### src/design/vgm_wait_and_write_encoder_macros.svh
// ---------------------------------------------------------------------------
// VGM wait-and-write encoder assertion macros
// Concurrent assertion wrappers shared by the encoder modules. Defining
// ASSERT_OFF turns every use into nothing.
// ---------------------------------------------------------------------------
`ifndef VGM_WAIT_AND_WRITE_ENCODER_MACROS_SVH
`define VGM_WAIT_AND_WRITE_ENCODER_MACROS_SVH

`ifndef ASSERT_OFF

// Property must hold at every clock edge outside reset.
`define VGM_ASSERT(lbl, clk, rst, prop, msg) \
   lbl: assert property (@(posedge clk) disable iff (rst) prop) else $error(msg);

// Expression must never be true at a clock edge outside reset.
`define VGM_ASSERT_NEVER(lbl, clk, rst, expr, msg) \
   lbl: assert property (@(posedge clk) disable iff (rst) !(expr)) else $error(msg);

`else

`define VGM_ASSERT(lbl, clk, rst, prop, msg)
`define VGM_ASSERT_NEVER(lbl, clk, rst, expr, msg)

`endif

`endif

### src/design/vgm_enc_pkg.sv
// ---------------------------------------------------------------------------
// VGM encoder package
// Command bytes, wait constants, state and byte select codes, and the
// command and status bundles between the controller and the datapath.
// ---------------------------------------------------------------------------
`default_nettype none

package vgm_enc_pkg;

   // Stream command bytes.
   localparam logic [7:0] OP_WAIT_NTSC = 8'h62;
   localparam logic [7:0] OP_WAIT_PAL  = 8'h63;
   localparam logic [7:0] OP_WAIT_N    = 8'h61;
   localparam logic [7:0] OP_WRITE     = 8'h41;
   localparam logic [7:0] OP_END       = 8'h66;
   localparam logic [7:0] BYTE_FULL    = 8'hFF;

   // Wait lengths in samples.
   localparam int FRAME_SAMPLES = 735;
   localparam int PAL_SAMPLES   = 882;
   localparam int CHUNK_SAMPLES = 65535;

   // Narrowest wait register that still holds every compare constant.
   localparam int WAIT_MIN_W = $clog2(CHUNK_SAMPLES + 2 * PAL_SAMPLES + 1);

   // Bytes kept per input beat, and the counter that tracks them.
   localparam int RESULT_LIMIT = 12;
   localparam int CNT_W        = $clog2(RESULT_LIMIT + 1);

   localparam int MAX_GAP_DEFAULT = 255;

   // Controller states.
   typedef enum logic [3:0] {
      ST_IDLE,
      ST_MUL,
      ST_DECIDE,
      ST_PRE0,
      ST_PRE1,
      ST_LONG_OP,
      ST_LONG_LO,
      ST_LONG_HI,
      ST_CMD,
      ST_ADDR,
      ST_DATA,
      ST_END_A,
      ST_END_B
   } enc_state_type;

   // Source of the byte loaded into the output register.
   typedef enum logic [3:0] {
      SEL_PRE0,
      SEL_PRE1,
      SEL_LONG_OP,
      SEL_LONG_LO,
      SEL_LONG_HI,
      SEL_WRITE_OP,
      SEL_ADDR,
      SEL_DATA,
      SEL_END_WAIT,
      SEL_END_OP
   } byte_sel_type;

   // Controller to datapath.
   typedef struct packed {
      logic         load;
      logic         mul;
      logic         decide;
      logic         emit;
      byte_sel_type sel;
      logic         last;
   } enc_cmd_type;

   // Datapath to controller.
   typedef struct packed {
      logic       out_free;
      logic       wait_zero;
      logic [1:0] cls_pre_n;
      logic [1:0] pre_n;
      logic       has_long;
      logic       cnt_last;
   } enc_sts_type;

endpackage

`default_nettype wire

### src/design/vgm_enc_dp.sv
// ---------------------------------------------------------------------------
// VGM encoder datapath
// Holds the current frame, the pending wait in samples, the wait plan of
// the current command, the byte counter and the output register.
// ---------------------------------------------------------------------------
`default_nettype none
`include "vgm_wait_and_write_encoder_macros.svh"

module vgm_enc_dp #(
   parameter int MAX_GAP = vgm_enc_pkg::MAX_GAP_DEFAULT
) (
   input  wire logic                     clock,
   input  wire logic                     reset,
   input  wire logic [31:0]              req_write_frame,
   input  wire logic [7:0]               req_reg_addr,
   input  wire logic [7:0]               req_reg_data,
   input  wire logic                     req_type,
   input  wire vgm_enc_pkg::enc_cmd_type cmd,
   output      vgm_enc_pkg::enc_sts_type sts,
   input  wire logic                     rsp_stall,
   output      logic                     rsp_valid,
   output      logic [7:0]               rsp_out_byte,
   output      logic                     rsp_last,
   output      logic                     rsp_gap_clamped
);
   import vgm_enc_pkg::*;

   localparam int GAP_W    = $clog2(MAX_GAP + 1);
   localparam int WAIT_RAW = $clog2(MAX_GAP * FRAME_SAMPLES + 1);
   localparam int WAIT_W   = (WAIT_RAW > WAIT_MIN_W) ? WAIT_RAW : WAIT_MIN_W;

   logic [31:0]       cur_frame_ff, cur_frame_in;
   logic [GAP_W-1:0]  gap_ff, gap_in;
   logic              clamp_ff, clamp_in;
   logic [7:0]        addr_ff, data_ff;
   logic [WAIT_W-1:0] w_ff, w_in;
   logic [7:0]        pre0_ff, pre1_ff, pre0_c, pre1_c;
   logic [1:0]        pre_n_ff, pre_n_c;
   logic              has_long_ff, has_long_c;
   logic [15:0]       long_ff, long_c;
   logic [WAIT_W-1:0] w_next_c;
   logic [CNT_W-1:0]  cnt_ff, cnt_in;
   logic              rsp_valid_ff, rsp_valid_in;
   logic [7:0]        byte_ff, byte_in;
   logic              last_ff, clamped_ff;
   logic [32:0]       diff;
   logic              advance, over;

   // Frame gap: borrow of the subtraction tells whether the frame advanced.
   assign diff    = {1'b0, req_write_frame} - {1'b0, cur_frame_ff};
   assign advance = !diff[32] && (diff[31:0] != 32'd0);
   assign over    = advance && (diff[31:0] > 32'(MAX_GAP));

   always_comb begin
      cur_frame_in = cur_frame_ff;
      gap_in       = gap_ff;
      clamp_in     = clamp_ff;
      if (cmd.load) begin
         if (req_type) begin
            gap_in   = '0;
            clamp_in = 1'b0;
         end else begin
            if (advance) begin
               cur_frame_in = req_write_frame;
            end
            gap_in   = !advance ? '0 : (over ? GAP_W'(MAX_GAP) : diff[GAP_W-1:0]);
            clamp_in = over;
         end
      end
   end

   // Wait plan for the pending samples: short prefixes and/or a long wait.
   always_comb begin
      pre0_c     = OP_WAIT_NTSC;
      pre1_c     = OP_WAIT_NTSC;
      pre_n_c    = 2'd0;
      has_long_c = 1'b1;
      long_c     = w_ff[15:0];
      w_next_c   = '0;
      if (w_ff == WAIT_W'(FRAME_SAMPLES)) begin
         pre_n_c    = 2'd1;
         has_long_c = 1'b0;
      end else if (w_ff == WAIT_W'(PAL_SAMPLES)) begin
         pre0_c     = OP_WAIT_PAL;
         pre_n_c    = 2'd1;
         has_long_c = 1'b0;
      end else if (w_ff == WAIT_W'(2 * FRAME_SAMPLES)) begin
         pre_n_c    = 2'd2;
         has_long_c = 1'b0;
      end else if (w_ff == WAIT_W'(2 * PAL_SAMPLES)) begin
         pre0_c     = OP_WAIT_PAL;
         pre1_c     = OP_WAIT_PAL;
         pre_n_c    = 2'd2;
         has_long_c = 1'b0;
      end else if (w_ff == WAIT_W'(FRAME_SAMPLES + PAL_SAMPLES)) begin
         pre1_c     = OP_WAIT_PAL;
         pre_n_c    = 2'd2;
         has_long_c = 1'b0;
      end else if (w_ff <= WAIT_W'(CHUNK_SAMPLES)) begin
         long_c = w_ff[15:0];
      end else if (w_ff <= WAIT_W'(CHUNK_SAMPLES + PAL_SAMPLES)) begin
         pre0_c  = OP_WAIT_PAL;
         pre_n_c = 2'd1;
         long_c  = w_ff[15:0] - 16'(PAL_SAMPLES);
      end else if (w_ff <= WAIT_W'(CHUNK_SAMPLES + 2 * PAL_SAMPLES)) begin
         pre0_c  = OP_WAIT_PAL;
         pre1_c  = OP_WAIT_PAL;
         pre_n_c = 2'd2;
         long_c  = w_ff[15:0] - 16'(2 * PAL_SAMPLES);
      end else begin
         long_c   = 16'(CHUNK_SAMPLES);
         w_next_c = w_ff - WAIT_W'(CHUNK_SAMPLES);
      end
   end

   // Pending wait: loaded by the multiply, stepped by each plan.
   always_comb begin
      w_in = w_ff;
      if (cmd.mul) begin
         w_in = WAIT_W'(gap_ff) * WAIT_W'(FRAME_SAMPLES);
      end else if (cmd.decide) begin
         w_in = w_next_c;
      end
   end

   // Byte counter for the current input beat.
   always_comb begin
      cnt_in = cnt_ff;
      if (cmd.load) begin
         cnt_in = '0;
      end else if (cmd.emit) begin
         cnt_in = cnt_ff + CNT_W'(1);
      end
   end

   // Output byte selection.
   always_comb begin
      unique case (cmd.sel)
         SEL_PRE0:     byte_in = pre0_ff;
         SEL_PRE1:     byte_in = pre1_ff;
         SEL_LONG_OP:  byte_in = OP_WAIT_N;
         SEL_LONG_LO:  byte_in = long_ff[7:0];
         SEL_LONG_HI:  byte_in = long_ff[15:8];
         SEL_WRITE_OP: byte_in = OP_WRITE;
         SEL_ADDR:     byte_in = addr_ff;
         SEL_DATA:     byte_in = data_ff;
         SEL_END_WAIT: byte_in = OP_WAIT_NTSC;
         SEL_END_OP:   byte_in = OP_END;
         default:      byte_in = BYTE_FULL;
      endcase
   end

   assign rsp_valid_in = cmd.emit || (rsp_valid_ff && rsp_stall);

   // Control registers.
   always_ff @(posedge clock) begin
      if (reset) begin
         cur_frame_ff <= '0;
         clamp_ff     <= 1'b0;
         w_ff         <= '0;
         cnt_ff       <= '0;
         rsp_valid_ff <= 1'b0;
      end else begin
         cur_frame_ff <= cur_frame_in;
         clamp_ff     <= clamp_in;
         w_ff         <= w_in;
         cnt_ff       <= cnt_in;
         rsp_valid_ff <= rsp_valid_in;
      end
   end

   // Payload registers.
   always_ff @(posedge clock) begin
      gap_ff <= gap_in;
      if (cmd.load) begin
         addr_ff <= req_reg_addr;
         data_ff <= req_reg_data;
      end
      if (cmd.decide) begin
         pre0_ff     <= pre0_c;
         pre1_ff     <= pre1_c;
         pre_n_ff    <= pre_n_c;
         has_long_ff <= has_long_c;
         long_ff     <= long_c;
      end
      if (cmd.emit) begin
         byte_ff    <= byte_in;
         last_ff    <= cmd.last;
         clamped_ff <= clamp_ff;
      end
   end

   // Status to the controller.
   always_comb begin
      sts.out_free  = !rsp_valid_ff || !rsp_stall;
      sts.wait_zero = (w_ff == '0);
      sts.cls_pre_n = pre_n_c;
      sts.pre_n     = pre_n_ff;
      sts.has_long  = has_long_ff;
      sts.cnt_last  = (cnt_ff == CNT_W'(RESULT_LIMIT - 1));
   end

   assign rsp_valid       = rsp_valid_ff;
   assign rsp_out_byte    = byte_ff;
   assign rsp_last        = last_ff;
   assign rsp_gap_clamped = clamped_ff;

   `VGM_ASSERT(a_clamp_gap, clock, reset, clamp_ff |-> (gap_ff == GAP_W'(MAX_GAP)), "clamped gap is not MAX_GAP")
   `VGM_ASSERT_NEVER(a_cnt_limit, clock, reset, cmd.emit && (cnt_ff >= CNT_W'(RESULT_LIMIT)), "byte beyond the per-beat limit")
   `VGM_ASSERT(a_wait_bound, clock, reset, w_ff <= WAIT_W'(MAX_GAP * FRAME_SAMPLES), "pending wait out of range")

endmodule

`default_nettype wire

### src/design/vgm_enc_ctrl.sv
// ---------------------------------------------------------------------------
// VGM encoder controller
// Sequences one input beat at a time: gap multiply, wait planning, and one
// stream byte per cycle into the datapath output register while it is free.
// ---------------------------------------------------------------------------
`default_nettype none
`include "vgm_wait_and_write_encoder_macros.svh"

module vgm_enc_ctrl (
   input  wire logic                     clock,
   input  wire logic                     reset,
   input  wire logic                     req_valid,
   input  wire logic                     req_type,
   output      logic                     req_stall,
   input  wire vgm_enc_pkg::enc_sts_type sts,
   output      vgm_enc_pkg::enc_cmd_type cmd
);
   import vgm_enc_pkg::*;

   enc_state_type state_ff, state_in;

   // State register.
   always_ff @(posedge clock) begin
      if (reset) begin
         state_ff <= ST_IDLE;
      end else begin
         state_ff <= state_in;
      end
   end

   // Next state and commands.
   always_comb begin
      logic          emit_state;
      logic          natural_last;
      enc_state_type nxt;
      enc_state_type after_wait;

      emit_state   = 1'b0;
      natural_last = 1'b0;
      after_wait   = sts.wait_zero ? ST_CMD : ST_DECIDE;
      nxt          = state_ff;
      state_in     = state_ff;
      req_stall    = 1'b1;
      cmd          = '{load: 1'b0, mul: 1'b0, decide: 1'b0, emit: 1'b0,
                       sel: SEL_PRE0, last: 1'b0};

      unique case (state_ff)
         ST_IDLE: begin
            req_stall = 1'b0;
            if (req_valid) begin
               cmd.load = 1'b1;
               state_in = req_type ? ST_END_A : ST_MUL;
            end
         end
         ST_MUL: begin
            cmd.mul  = 1'b1;
            state_in = ST_DECIDE;
         end
         ST_DECIDE: begin
            if (sts.wait_zero) begin
               state_in = ST_CMD;
            end else begin
               cmd.decide = 1'b1;
               state_in   = (sts.cls_pre_n != 2'd0) ? ST_PRE0 : ST_LONG_OP;
            end
         end
         ST_PRE0: begin
            emit_state = 1'b1;
            cmd.sel    = SEL_PRE0;
            if (sts.pre_n == 2'd2) begin
               nxt = ST_PRE1;
            end else begin
               nxt = sts.has_long ? ST_LONG_OP : after_wait;
            end
         end
         ST_PRE1: begin
            emit_state = 1'b1;
            cmd.sel    = SEL_PRE1;
            nxt        = sts.has_long ? ST_LONG_OP : after_wait;
         end
         ST_LONG_OP: begin
            emit_state = 1'b1;
            cmd.sel    = SEL_LONG_OP;
            nxt        = ST_LONG_LO;
         end
         ST_LONG_LO: begin
            emit_state = 1'b1;
            cmd.sel    = SEL_LONG_LO;
            nxt        = ST_LONG_HI;
         end
         ST_LONG_HI: begin
            emit_state = 1'b1;
            cmd.sel    = SEL_LONG_HI;
            nxt        = after_wait;
         end
         ST_CMD: begin
            emit_state = 1'b1;
            cmd.sel    = SEL_WRITE_OP;
            nxt        = ST_ADDR;
         end
         ST_ADDR: begin
            emit_state = 1'b1;
            cmd.sel    = SEL_ADDR;
            nxt        = ST_DATA;
         end
         ST_DATA: begin
            emit_state   = 1'b1;
            cmd.sel      = SEL_DATA;
            natural_last = 1'b1;
            nxt          = ST_IDLE;
         end
         ST_END_A: begin
            emit_state = 1'b1;
            cmd.sel    = SEL_END_WAIT;
            nxt        = ST_END_B;
         end
         ST_END_B: begin
            emit_state   = 1'b1;
            cmd.sel      = SEL_END_OP;
            natural_last = 1'b1;
            nxt          = ST_IDLE;
         end
         default: begin
            state_in = ST_IDLE;
         end
      endcase

      // A byte state moves on only when the output register can take a byte.
      // Bytes past the per-beat limit are dropped by ending the beat early.
      if (emit_state && sts.out_free) begin
         cmd.emit = 1'b1;
         cmd.last = natural_last || sts.cnt_last;
         state_in = sts.cnt_last ? ST_IDLE : nxt;
      end
   end

   `VGM_ASSERT(a_last_ends, clock, reset, (cmd.emit && cmd.last) |=> (state_ff == ST_IDLE), "last byte did not end the beat")
   `VGM_ASSERT(a_emit_free, clock, reset, cmd.emit |-> sts.out_free, "byte loaded into a held output register")
   `VGM_ASSERT(a_load_next, clock, reset, cmd.load |=> ((state_ff == ST_MUL) || (state_ff == ST_END_A)), "accepted beat not started")

endmodule

`default_nettype wire

### src/design/vgm_wait_and_write_encoder.sv
// ---------------------------------------------------------------------------
// VGM wait-and-write encoder
// A write beat passes the gap multiply and wait planning before its first
// byte reaches rsp; an end request goes straight to its bytes.
// Throughput: one stream byte per cycle from the byte sequencer unless
// rsp_stall holds the output; a new beat is taken only after the previous ends.
// Reset: synchronous; clears the current frame to zero and empties the output.
// ---------------------------------------------------------------------------
`default_nettype none

module vgm_wait_and_write_encoder #(
   parameter int MAX_GAP = vgm_enc_pkg::MAX_GAP_DEFAULT
) (
   input  wire logic        clock,
   input  wire logic        reset,
   input  wire logic        req_valid,
   output      logic        req_stall,
   input  wire logic        req_type,
   input  wire logic [31:0] req_write_frame,
   input  wire logic [7:0]  req_reg_addr,
   input  wire logic [7:0]  req_reg_data,
   output      logic        rsp_valid,
   input  wire logic        rsp_stall,
   output      logic [7:0]  rsp_out_byte,
   output      logic        rsp_last,
   output      logic        rsp_gap_clamped
);
   import vgm_enc_pkg::*;

   enc_cmd_type cmd;
   enc_sts_type sts;

   // Sequencer.
   vgm_enc_ctrl u_ctrl (
      .clock     (clock),
      .reset     (reset),
      .req_valid (req_valid),
      .req_type  (req_type),
      .req_stall (req_stall),
      .sts       (sts),
      .cmd       (cmd)
   );

   // Frame tracking, wait planning and output register.
   vgm_enc_dp #(
      .MAX_GAP (MAX_GAP)
   ) u_dp (
      .clock           (clock),
      .reset           (reset),
      .req_write_frame (req_write_frame),
      .req_reg_addr    (req_reg_addr),
      .req_reg_data    (req_reg_data),
      .req_type        (req_type),
      .cmd             (cmd),
      .sts             (sts),
      .rsp_stall       (rsp_stall),
      .rsp_valid       (rsp_valid),
      .rsp_out_byte    (rsp_out_byte),
      .rsp_last        (rsp_last),
      .rsp_gap_clamped (rsp_gap_clamped)
   );

endmodule

`default_nettype wire
### config.mk
export PLATFORM = sky130hd
export DESIGN_NAME = vgm_wait_and_write_encoder
export DESIGN_NICKNAME = d
export VERILOG_FILES = /design/src/design/vgm_enc_pkg.sv /design/src/design/vgm_enc_dp.sv /design/src/design/vgm_enc_ctrl.sv /design/src/design/vgm_wait_and_write_encoder.sv
export VERILOG_INCLUDE_DIRS = /design/src /design/src/design
export SDC_FILE = /design/constraint.sdc
export NUM_CORES = 1
export LEC_CHECK = 0
export ABC_AREA = 0
export BUFFER_PORTS_ARGS = -buffer_cell sky130_fd_sc_hd__buf_2
export CAP_MARGIN = 20
export CORE_MARGIN = 1.5
export CORE_UTILIZATION = 59
export DETAILED_ROUTE_END_ITERATION = 8
export PLACE_DENSITY = 0.8
export SYNTH_ARGS = -nofsm -noshare
export SYNTH_HDL_FRONTEND = slang
export SYNTH_SLANG_ARGS = --single-unit
### constraint.sdc
create_clock -name clock -period 5.3 [get_ports clock]
set_clock_uncertainty 0.2 [all_clocks]
set_input_delay 0.265 -clock clock [delete_from_list [all_inputs] [get_ports clock]]
set_output_delay 0.265 -clock clock [all_outputs]
set_load 0.01 [all_outputs]
# [After elaboration in Yosys (flattened, before gate mapping)]
# Cells that the tools add are included.
[word_totals] in_bits=53 reg_bits=122 output_inout_bits=12 elab_cells=148
[op_classes] n_bitwise=2 n_mux=62 eq_ne=31 reduce_logical=25 n_lt_le_gt_ge=4 addsub=5 multipliers=1
[op_table] cell="2-to-1 mux 18 bit" n=10
[op_table] cell="2-to-1 mux 16 bit" n=8
[op_table] cell="one-hot mux 8 bit (10 select lines)" n=1
[op_table] cell="one-hot mux 4 bit (9 select lines)" n=2
[op_table] cell="== test 18 x 11 -> 1 bit (second input constant)" n=3
[op_table] cell="== test 18 x 10 -> 1 bit (second input constant)" n=2
[op_table] cell="<= comparator 18 x 17 -> 1 bit (second input constant)" n=2
[op_table] cell="subtractor 32 x 32 -> 33 bit" n=1
[op_table] cell="== test 4 x 3 -> 1 bit (second input constant)" n=8
[op_table] cell="== test 4 bit (second input constant)" n=8
[op_table] cell="greater-than comparator 32 x 8 -> 1 bit (second input constant)" n=1
[op_table] cell="2-to-1 mux 4 bit" n=8
[op_table] cell="nonzero test 32 bit" n=1
[op_table] cell="2-to-1 mux 1 bit" n=22
[op_table] cell="<= comparator 18 x 16 -> 1 bit (second input constant)" n=1
[op_table] cell="zero test 18 bit" n=1
[op_table] cell="multiplier 8 x 10 -> 18 bit (second input constant)" n=1
[op_table] cell="subtractor 18 x 16 -> 18 bit (second input constant)" n=1
[op_table] cell="== test 4 x 2 -> 1 bit (second input constant)" n=4
[op_table] cell="2-to-1 mux 2 bit" n=8
[op_table] cell="one-hot mux 4 bit (4 select lines)" n=1
[op_table] cell="subtractor 16 x 10 -> 16 bit (second input constant)" n=1
[op_table] cell="subtractor 16 x 11 -> 16 bit (second input constant)" n=1
[op_table] cell="!= test 11 x 10 -> 1 bit (second input constant)" n=1
[op_table] cell="other kinds (19)" n=33

# [Logic depth before layout (Yosys ltp)]
# Gate-level depths: netlist (run 1).
[logic_depth] word_depth=14 ltp_mapped=19

# [Hierarchy]
# From an unflattened synthesis (run 1), not the netlist that was laid out.
[unflattened] cells_unflattened=1187 hier_area_um2=10092.2
[modules_own_cells] module="vgm_enc_dp" seq_area_each_um2=2772.7 area_each_um2=9445.3 cells_per_inst=1095 instances=1
[modules_own_cells] module="vgm_enc_ctrl" seq_area_each_um2=80.1 area_each_um2=646.9 cells_per_inst=92 instances=1

# [Worst setup path after synthesis (run 1)]
# Ideal clock, no wire load.
[synth_timing] kind="flip-flop to flip-flop" startpoint="register u_dp.gap_ff[6]" endpoint="register u_dp.w_ff[17]" period_less_slack_ps=4637 t_required_ps=4968 path_slack_ps=663 path_stages_with_launch=19 arrival_time_ps=4305 cell_sequence="edfxtp_1 > fa_1 > inv_1 > fa_1 > inv_1 > fa_1 > inv_1 > fa_1 > inv_1 > ha_1 > inv_1 > a21oi_1 > o21ai_0 > a211oi_1 > o31ai_1 > o21ai_0 > xor2_1 > nand2_1 > a21oi_1"
[synth_via] elab_chain_len=2
[synth_rtl] item="start, declared" line_no="vgm_enc_dp.sv:33" text="logic [GAP_W-1:0] gap_ff, gap_in;"
[synth_rtl] item="start signal, assigned" line_no="vgm_enc_dp.sv:174" text="gap_ff <= gap_in;"
[synth_rtl] item="multiplier 8 x 10 -> 18 bit" line_no="vgm_enc_dp.sv:120" text="w_in = WAIT_W'(gap_ff) * WAIT_W'(FRAME_SAMPLES);"
[synth_rtl] item="2-to-1 mux 18 bit" line_no="vgm_enc_dp.sv:119" text="if (cmd.mul) begin"
[synth_rtl] item="end signal, assigned" line_no="vgm_enc_dp.sv:166" text="w_ff <= w_in;"
[synth_rtl] item="end, declared" line_no="vgm_enc_dp.sv:36" text="logic [WAIT_W-1:0] w_ff, w_in;"
# Every way passes these cells.
# A chain may end at the register's enable or synchronous reset.

# [Final worst setup path (run 1)]
# Same ends and word-level chain as after synthesis.

==> impl_metrics.ini, run 1 <==
[global_routing]
grt_max_degree = 90
antenna_found_initial = 0
grtUsageTotal_pct = 29.68
grt.overflow.total = 0
grt_pass1_vias = 9037
grt_pass1_wl_mm = 43.45

[worst_setup_path]
worstPathMaxFanout = 6
path_class = reg -> reg
cp.required_ps = 5460
end_kind = flip-flop
worst_path_max_delay_cell = fa_1
reg2regPathDepth = 18
worstSetupStartpointType = flip-flop
critPathBufInv = 5
ff2ff_setup_slack_ps = 390
crit_path_end = u_dp.w_ff[17]
cp_top_family = adder cells
arrival_ps = 5080
reg2reg_from = u_dp.gap_ff[6]
reg2reg_to = u_dp.w_ff[17]
crit_top_cell = inv_1
crit_start = u_dp.gap_ff[6]
path_cells = fa_1, inv_1, fa_1, inv_1, fa_1, inv_1, fa_1, inv_1, ha_1, inv_1, a21oi_1, o21ai_1, a211oi_2, o31ai_1, o21ai_0, xor2_1, nand2_1, a21oi_1
crit_cells = 18
cpPeakStageDelay_ps = 630

[min_path]
worstHoldStart = rsp_stall
hp-class = in -> reg
min_delay_path_depth = 3

[synth]
synth_area_leaders = edfxtp_1 16%, dfxtp_1 12%, ha_1 11%
synth-seq-cells = 115
synth_area_leader_cell = edfxtp_1
synth_edf_count = 55
ys.flop_type = dfxtp_1
synth_top_area_share_pct = 15.93
synth_area_per_cell_um2 = 8.355
synthTopCellsByCount = 135 x inv_1, 98 x nor2_1, 89 x ha_1
async_flop_share_pct = 0
synth_most_common_cell = inv_1
syn_area_um2 = 10370
ys_seq_area_share_pct = 27.51
syn_inst = 1241
yosys_warnings = 0
synthesis.nets = 1412
ys_types = 90

[sta]
tns_ps = 0
max_slew_margin_pct = 26.12
drv_slew = 0
min_period_over_period_pct = 92.68
fmax_mhz = 203.6
rsz0062_at_grt = false
setup_viol_count_final = 0
finalHoldViolCount = 0
tightest_slew_ps = 1104
fin_crit_ps = 4912

[clocking]
numCtsBuffers = 17
insertion_delay_ps = 430
cts_htree_levels = 4
root_buffer = clkbuf_16
cts_tree = done
clock_sinks = 115
path_clk_slew_ps = 60
cts_buffer_depth = 2

[finish]
areaGrowthSynthToFinish_pct = 14.35
drive_gt1_share_pct = 10.69
finish.instance_area_um2 = 11860
n_fill_cell = 1334
seq_area_um2 = 2853
fin_nets = 1486
multi_input_area_um2 = 6703
n_antenna_cell = 0

[pwr]
p_leak_nw = 4.698
ir_worst_vdd_uv = 484.7
p_per_area_nw_per_um2 = 697.2

[placement]
place_hpwl_mm = 18.94
io_buffer_count = 64
routabilityCongestion = 0.9308
placed_area_um2 = 10680

[floorplanning]
die_area_um2 = 18380
rows = 48
start_util_pct = 60.16
core-area_um2 = 17240
die_h_um = 135.6
pin_count = 65
die_w_um = 135.6

[detailed_routing]
wl_per_cell_um = 17.10
drtIter0Drc = 910
wl_met3_mm = 1.705
met1Wirelength_mm = 11.25
firstDrtPassIters = 8
routed_wl_mm = 26.56
wl_met2_mm = 12.96
top_layer = met4
routed_via_density = 6.087
route.vias.total = 9453
ant_nets = 0
detail_route.drc_violations = 0

[status]
outcome = finished, final reports clean

[run]
maxCapViolations = 0
-- power by group --
part | internal (mW) | leakage, nW | switching (mW)
registers | 1.20 | 0.997 | 0.241
logic | 2.30 | 3.38 | 3.24
clock network | 0.803 | 0.319 | 0.480
-- registers in the layout, indices dropped and copies added (netlist names) --
register and flops:
u_dp.gap_ff 8, u_dp.rsp_valid 1, u_dp.addr_ff 8, u_dp.data_ff 8
u_dp.cur_frame_ff 32, u_dp.pre1_ff 1, u_dp.rsp_out_byte 8, u_dp.long_ff 16
u_dp.pre0_ff 1, u_ctrl.state_ff 4, u_dp.clamp_ff 1, u_dp.rsp_last 1
u_dp.rsp_gap_clamped 1, u_dp.pre_n_ff 2, u_dp.w_ff 18, u_dp.has_long_ff 1
u_dp.cnt_ff 4
-- metrics by stage --
stage	utilization, %	setup slack, ps	std cells	power [mW]	hold WS (ps)
after CTS	68.48	237.3	1551	8.175	93.05
after detailed placement	61.95	253.0	1471	6.794	216.1
final	68.79	388.1	1553	8.267	85.23
after global routing	68.79	9.648	1553	9.096	83.40
after floorplan	-	662.7	1241	5.690	163.9
after global placement	61.95	360.9	1471	6.611	215.8
-- logic make-up after synthesis --
group / Yosys count / synth area share (%)
simple gates: 418 / 21.19
compound gates: 322 / 20.53
buf+inv: 197 / 7.892
fa+ha+maj: 118 / 16.34
flops: 115 / 27.51
mux: 41 / 4.006
xor+xnor: 30 / 2.534
-- layout make-up --
| cell class | instances | share of cell area, % |
|---|---|---|
| multi-input cells | 929 | 56.53 |
| flip-flops and latches | 115 | 24.06 |
| well taps | 225 | 2.374 |
| inverters | 136 | 4.306 |
| clock inverters | 15 | 1.857 |
| clock buffers | 17 | 3.588 |
| repair buffers | 116 | 7.282 |
-- repair_timing --
| item | 4_1_cts | 5_1_grt |
|---|---|---|
| hold endpoints to repair | 48 | 0 |
| hold buffers | 48 | 0 |
| buffers inserted | 0 | 0 |
| gates resized for setup | 0 | 2 |
| endpoints found under the setup margin | 0 | 2 |
-- metal layers --
layer  up-vias  global-route usage (%)
met2       381                   51.52
met4         0                   10.10
met3        60                   5.275
met1      4457                   37.10
met5         -                       0
li1       4555                       -
-- worst register-to-register path, cell delays in order (launching register included) --
cell      delay [ps]
edfxtp_1         500
fa_1             630
inv_1             70
fa_1             490
inv_1             60
fa_1             520
inv_1             50
fa_1             520
inv_1             40
ha_1             300
inv_1             90
a21oi_1           60
o21ai_1          260
a211oi_2         140
o31ai_1          370
o21ai_0          170
xor2_1           150
nand2_1           70
a21oi_1          150
-- cell usage in the layout (no fill, tap or decap), types with 12 or more instances in the layout --
master / Yosys / routed
dlygate4sd3_1: 0 / 48
fa_1: 29 / 29
a21oi_1: 80 / 80
a22oi_1: 13 / 13
nor3_1: 28 / 28
nand2_1: 88 / 88
xnor2_1: 19 / 19
o21ai_0: 84 / 83
inv_1: 135 / 135
and3_1: 12 / 12
ha_1: 89 / 89
nand2b_1: 78 / 78
buf_2: 5 / 64
edfxtp_1: 55 / 55
nor2_1: 98 / 98
nand4_1: 18 / 18
dfxtp_1: 60 / 60
a211oi_1: 13 / 12
mux2i_1: 37 / 37
clkbuf_16: 0 / 17
nand3_1: 27 / 27
-- how the worst min path moves through the flow --
stage	end	slack, ps
after floorplan	u_dp.addr_ff[0]	160
after global placement	u_dp.rsp_gap_clamped	220
after detailed placement	u_dp.rsp_gap_clamped	220
after CTS	u_dp.rsp_valid	90
after global routing	u_dp.rsp_valid	80
final	u_dp.rsp_valid	90
Power figures use the tool's default switching activity.
==> inputs of run 2 (changes only) <==
--- a/config.mk
+++ b/config.mk
@@ -6,7 +6,7 @@
 export SDC_FILE = /design/constraint.sdc
 export NUM_CORES = 1
 export LEC_CHECK = 0
-export ABC_AREA = 0
+export ABC_AREA = 1
 export BUFFER_PORTS_ARGS = -buffer_cell sky130_fd_sc_hd__buf_2
 export CAP_MARGIN = 20
 export CORE_MARGIN = 1.5
==> run 2 against run 1 <==
  * Non-clock buffer count grew 2
  * Sequential share of layout area fell by 0.35 points
  * Worst hold slack got worse by 50 ps
  * Register-to-register slack improved by 130 ps
  * Combinational power about the same
  * Global-route usage grew 1.0 points
  * Worst setup slack improved by 130 ps
  * Power is 0.32% lower
  * Cell area is 1.5% higher
  * Largest cell class unchanged
  * Fmax up 2.7%
  * Via count rose by 8.3%
==> impl_metrics.ini, run 2 <==
[synth]
syn_inst = 1560
yosys_warnings = 0
synth_edf_count = 55
synth_area_per_cell_um2 = 6.717
synth_most_common_cell = nand2_1
ys_types = 54
ys.flop_type = dfxtp_1
synth-seq-cells = 115
synth_top_area_share_pct = 15.76
synth_area_leaders = edfxtp_1 16%, nand2_1 15%, dfxtp_1 11%
syn_area_um2 = 10480
ys_seq_area_share_pct = 27.22
async_flop_share_pct = 0
synth_area_leader_cell = edfxtp_1
synthesis.nets = 1731
synthTopCellsByCount = 414 x nand2_1, 305 x inv_1, 187 x nor2_1

[finish]
reg.largest.list = u_dp.cur_frame_ff x32, u_dp.w_ff x18, u_dp.long_ff x16
instances_no_fill = 1906
n_fill_cell = 1501
fin_nets = 1839
largest-register = u_dp.cur_frame_ff
layout_common_cells = 414 x nand2_1, 305 x inv_1, 186 x nor2_1
largest_reg_flops = 32
fin_util_pct = 69.56
areaGrowthSynthToFinish_pct = 14.82
n_antenna_cell = 0
layout_commonest_cell = nand2_1
drive_gt1_share_pct = 7.971

[global_routing]
grt_pass1_vias = 9862
grtUsageTotal_pct = 30.73
grt_max_degree = 65
grt.overflow.total = 0
grt_pass1_wl_mm = 45.12
antenna_found_initial = 0

[pwr]
p_sw_mw = 4.340
ir_worst_vdd_uv = 885.1
p_clk_share_pct = 14.2
p_per_area_nw_per_um2 = 684.9
p_sw_share_pct = 52.66
p_comb_share_pct = 67.6
internal-power_mw = 3.901
p_leak_nw = 6.323
pwr-share-seq_pct = 18.2

[min_path]
min_delay_path_depth = 4
hp-class = in -> reg
worstHoldStart = req_type
holdPathEnd = u_dp.clamp_ff

[clocking]
cts_tree = done
root_buffer = clkbuf_16
cts_htree_levels = 4
insertion_delay_ps = 440
path_clk_slew_ps = 70
cts_buffer_depth = 2
clock_sinks = 115
numCtsBuffers = 17

[status]
outcome = finished, final reports clean

[detailed_routing]
routed_wl_mm = 27.21
firstDrtPassIters = 5
wl_per_cell_um = 14.27
drtIter0Drc = 623
routed_via_density = 5.372
route.vias.total = 10239
ant_nets = 0
detail_route.drc_violations = 0

[sta]
drv_slew = 0
tightest_slew_ps = 866.4
rsz0062_at_grt = false
setup_viol_count_final = 0
fmax_mhz = 209.1
min_period_over_period_pct = 90.23
finalHoldViolCount = 0
max_slew_margin_pct = 42.10
fin_crit_ps = 4782
tns_ps = 0

[run]
maxCapViolations = 0

[worst_setup_path]
reg2reg_to = u_dp.w_ff[14]
worstSetupStartpointType = flip-flop
reg2reg_from = u_dp.gap_ff[6]
worstPathMaxFanout = 6
ff2ff_setup_slack_ps = 520
cp.required_ps = 5470
arrival_ps = 4950
reg2regPathDepth = 16
path_class = reg -> reg
end_kind = flip-flop

[placement]
dp.cells = 1824
place_hpwl_mm = 20.46
io_buffer_count = 64
routabilityCongestion = 0.9766

[floorplanning]
core-area_um2 = 17300
start_util_pct = 60.58
die_h_um = 136.3
pin_count = 65
die_w_um = 136.3
rows = 48
die_area_um2 = 18570
## run 2: cell types whose count changed after synthesis, sizes merged, moves of 12 or more
cell / delta
xor2: +20
nand2: +329
mux2i: -37
clkbuf: -35
inv: +184
o21a: -12
nand3: +52
nand2b: -78
xnor2: -13
nor2: +92
a21oi: -15
o21ai: -37
## run 2: how the worst max path moves through the flow
stage	from	end	slack, ps	depth (start not counted)
6_report	u_dp.gap_ff[6]	u_dp.w_ff[14]	520	16
4_1_cts	u_dp.gap_ff[5]	u_dp.w_ff[14]	560	16
2_1_floorplan	u_dp.gap_ff[6]	u_dp.w_ff[14]	960	16
3_5_place_dp	u_dp.gap_ff[5]	u_dp.w_ff[14]	630	16
3_3_place_gp	u_dp.gap_ff[6]	u_dp.w_ff[14]	700	16
5_1_grt	u_dp.gap_ff[5]	u_dp.w_ff[14]	320	16
## run 2: cells by family after synthesis
logic type,synth area share [%]
xor gates and xnor gates,3.093
and+or+nand+nor,29.92
adders and majority gates,16.17
buffers and inverters,13.05
AOI/OAI and AO/OA,10.54
DFF,27.22
## run 2: power by group through the flow
stage / logic, mW / registers, mW / clock network (mW)
final: 5.57 / 1.50 / 1.17
after global routing: 6.36 / 1.53 / 1.22
after CTS: 5.49 / 1.49 / 1.18
after detailed placement: 5.38 / 1.50 / 0
after global placement: 5.24 / 1.49 / 0
after floorplan: 4.28 / 1.41 / 0
## run 2: metal layers
layer	GRT usage, %	vias up	routed length, µm
li1	-	5156	-
met1	37.05	4644	11590
met2	52.78	372	13130
met3	6.674	67	1709
met4	13.06	0	782
met5	0	-	0
## run 2: through the flow
stage          total power, mW  hold WS (ps)  worst slack [ps]  area [µm²]
2_1_floorplan            5.693         163.9             964.0       10480
3_3_place_gp             6.729         241.6             704.7       10950
3_5_place_dp             6.888         243.1             627.3       10950
4_1_cts                  8.168         29.37             559.0       12030
5_1_grt                  9.104         58.44             317.2       12030
6_report                 8.241         35.51             518.0       12030
## run 2: worst max-delay path, stage by stage (launching register included)
cell      delay [ps]
edfxtp_1         510
fa_1             640
inv_1             80
fa_1             470
inv_1             50
fa_1             530
inv_1             60
fa_1             530
inv_1             40
ha_1             330
a21oi_1          280
o21ai_0          210
a31oi_1          380
o21ai_0          130
nand2_1           70
nand3_1           70
a21oi_1          120
## run 2: repair_timing
action                                 CTS  global route
buffers inserted                         0             0
endpoints found under the hold margin   51             0
resized for setup                        0             0
hold buffers                            50             0
## run 2: final cells by class
| type | count | area [µm²] | area share [%] |
|---|---|---|---|
| clock inverters | 15 | 158.9 | 1.321 |
| multi-input cells | 1096 | 6261 | 52.04 |
| repair buffers | 118 | 850.8 | 7.072 |
| clock buffers | 17 | 425.4 | 3.536 |
| well taps | 225 | 281.5 | 2.340 |
| inverters | 320 | 1201 | 9.983 |
| flip-flops and latches | 115 | 2853 | 23.71 |
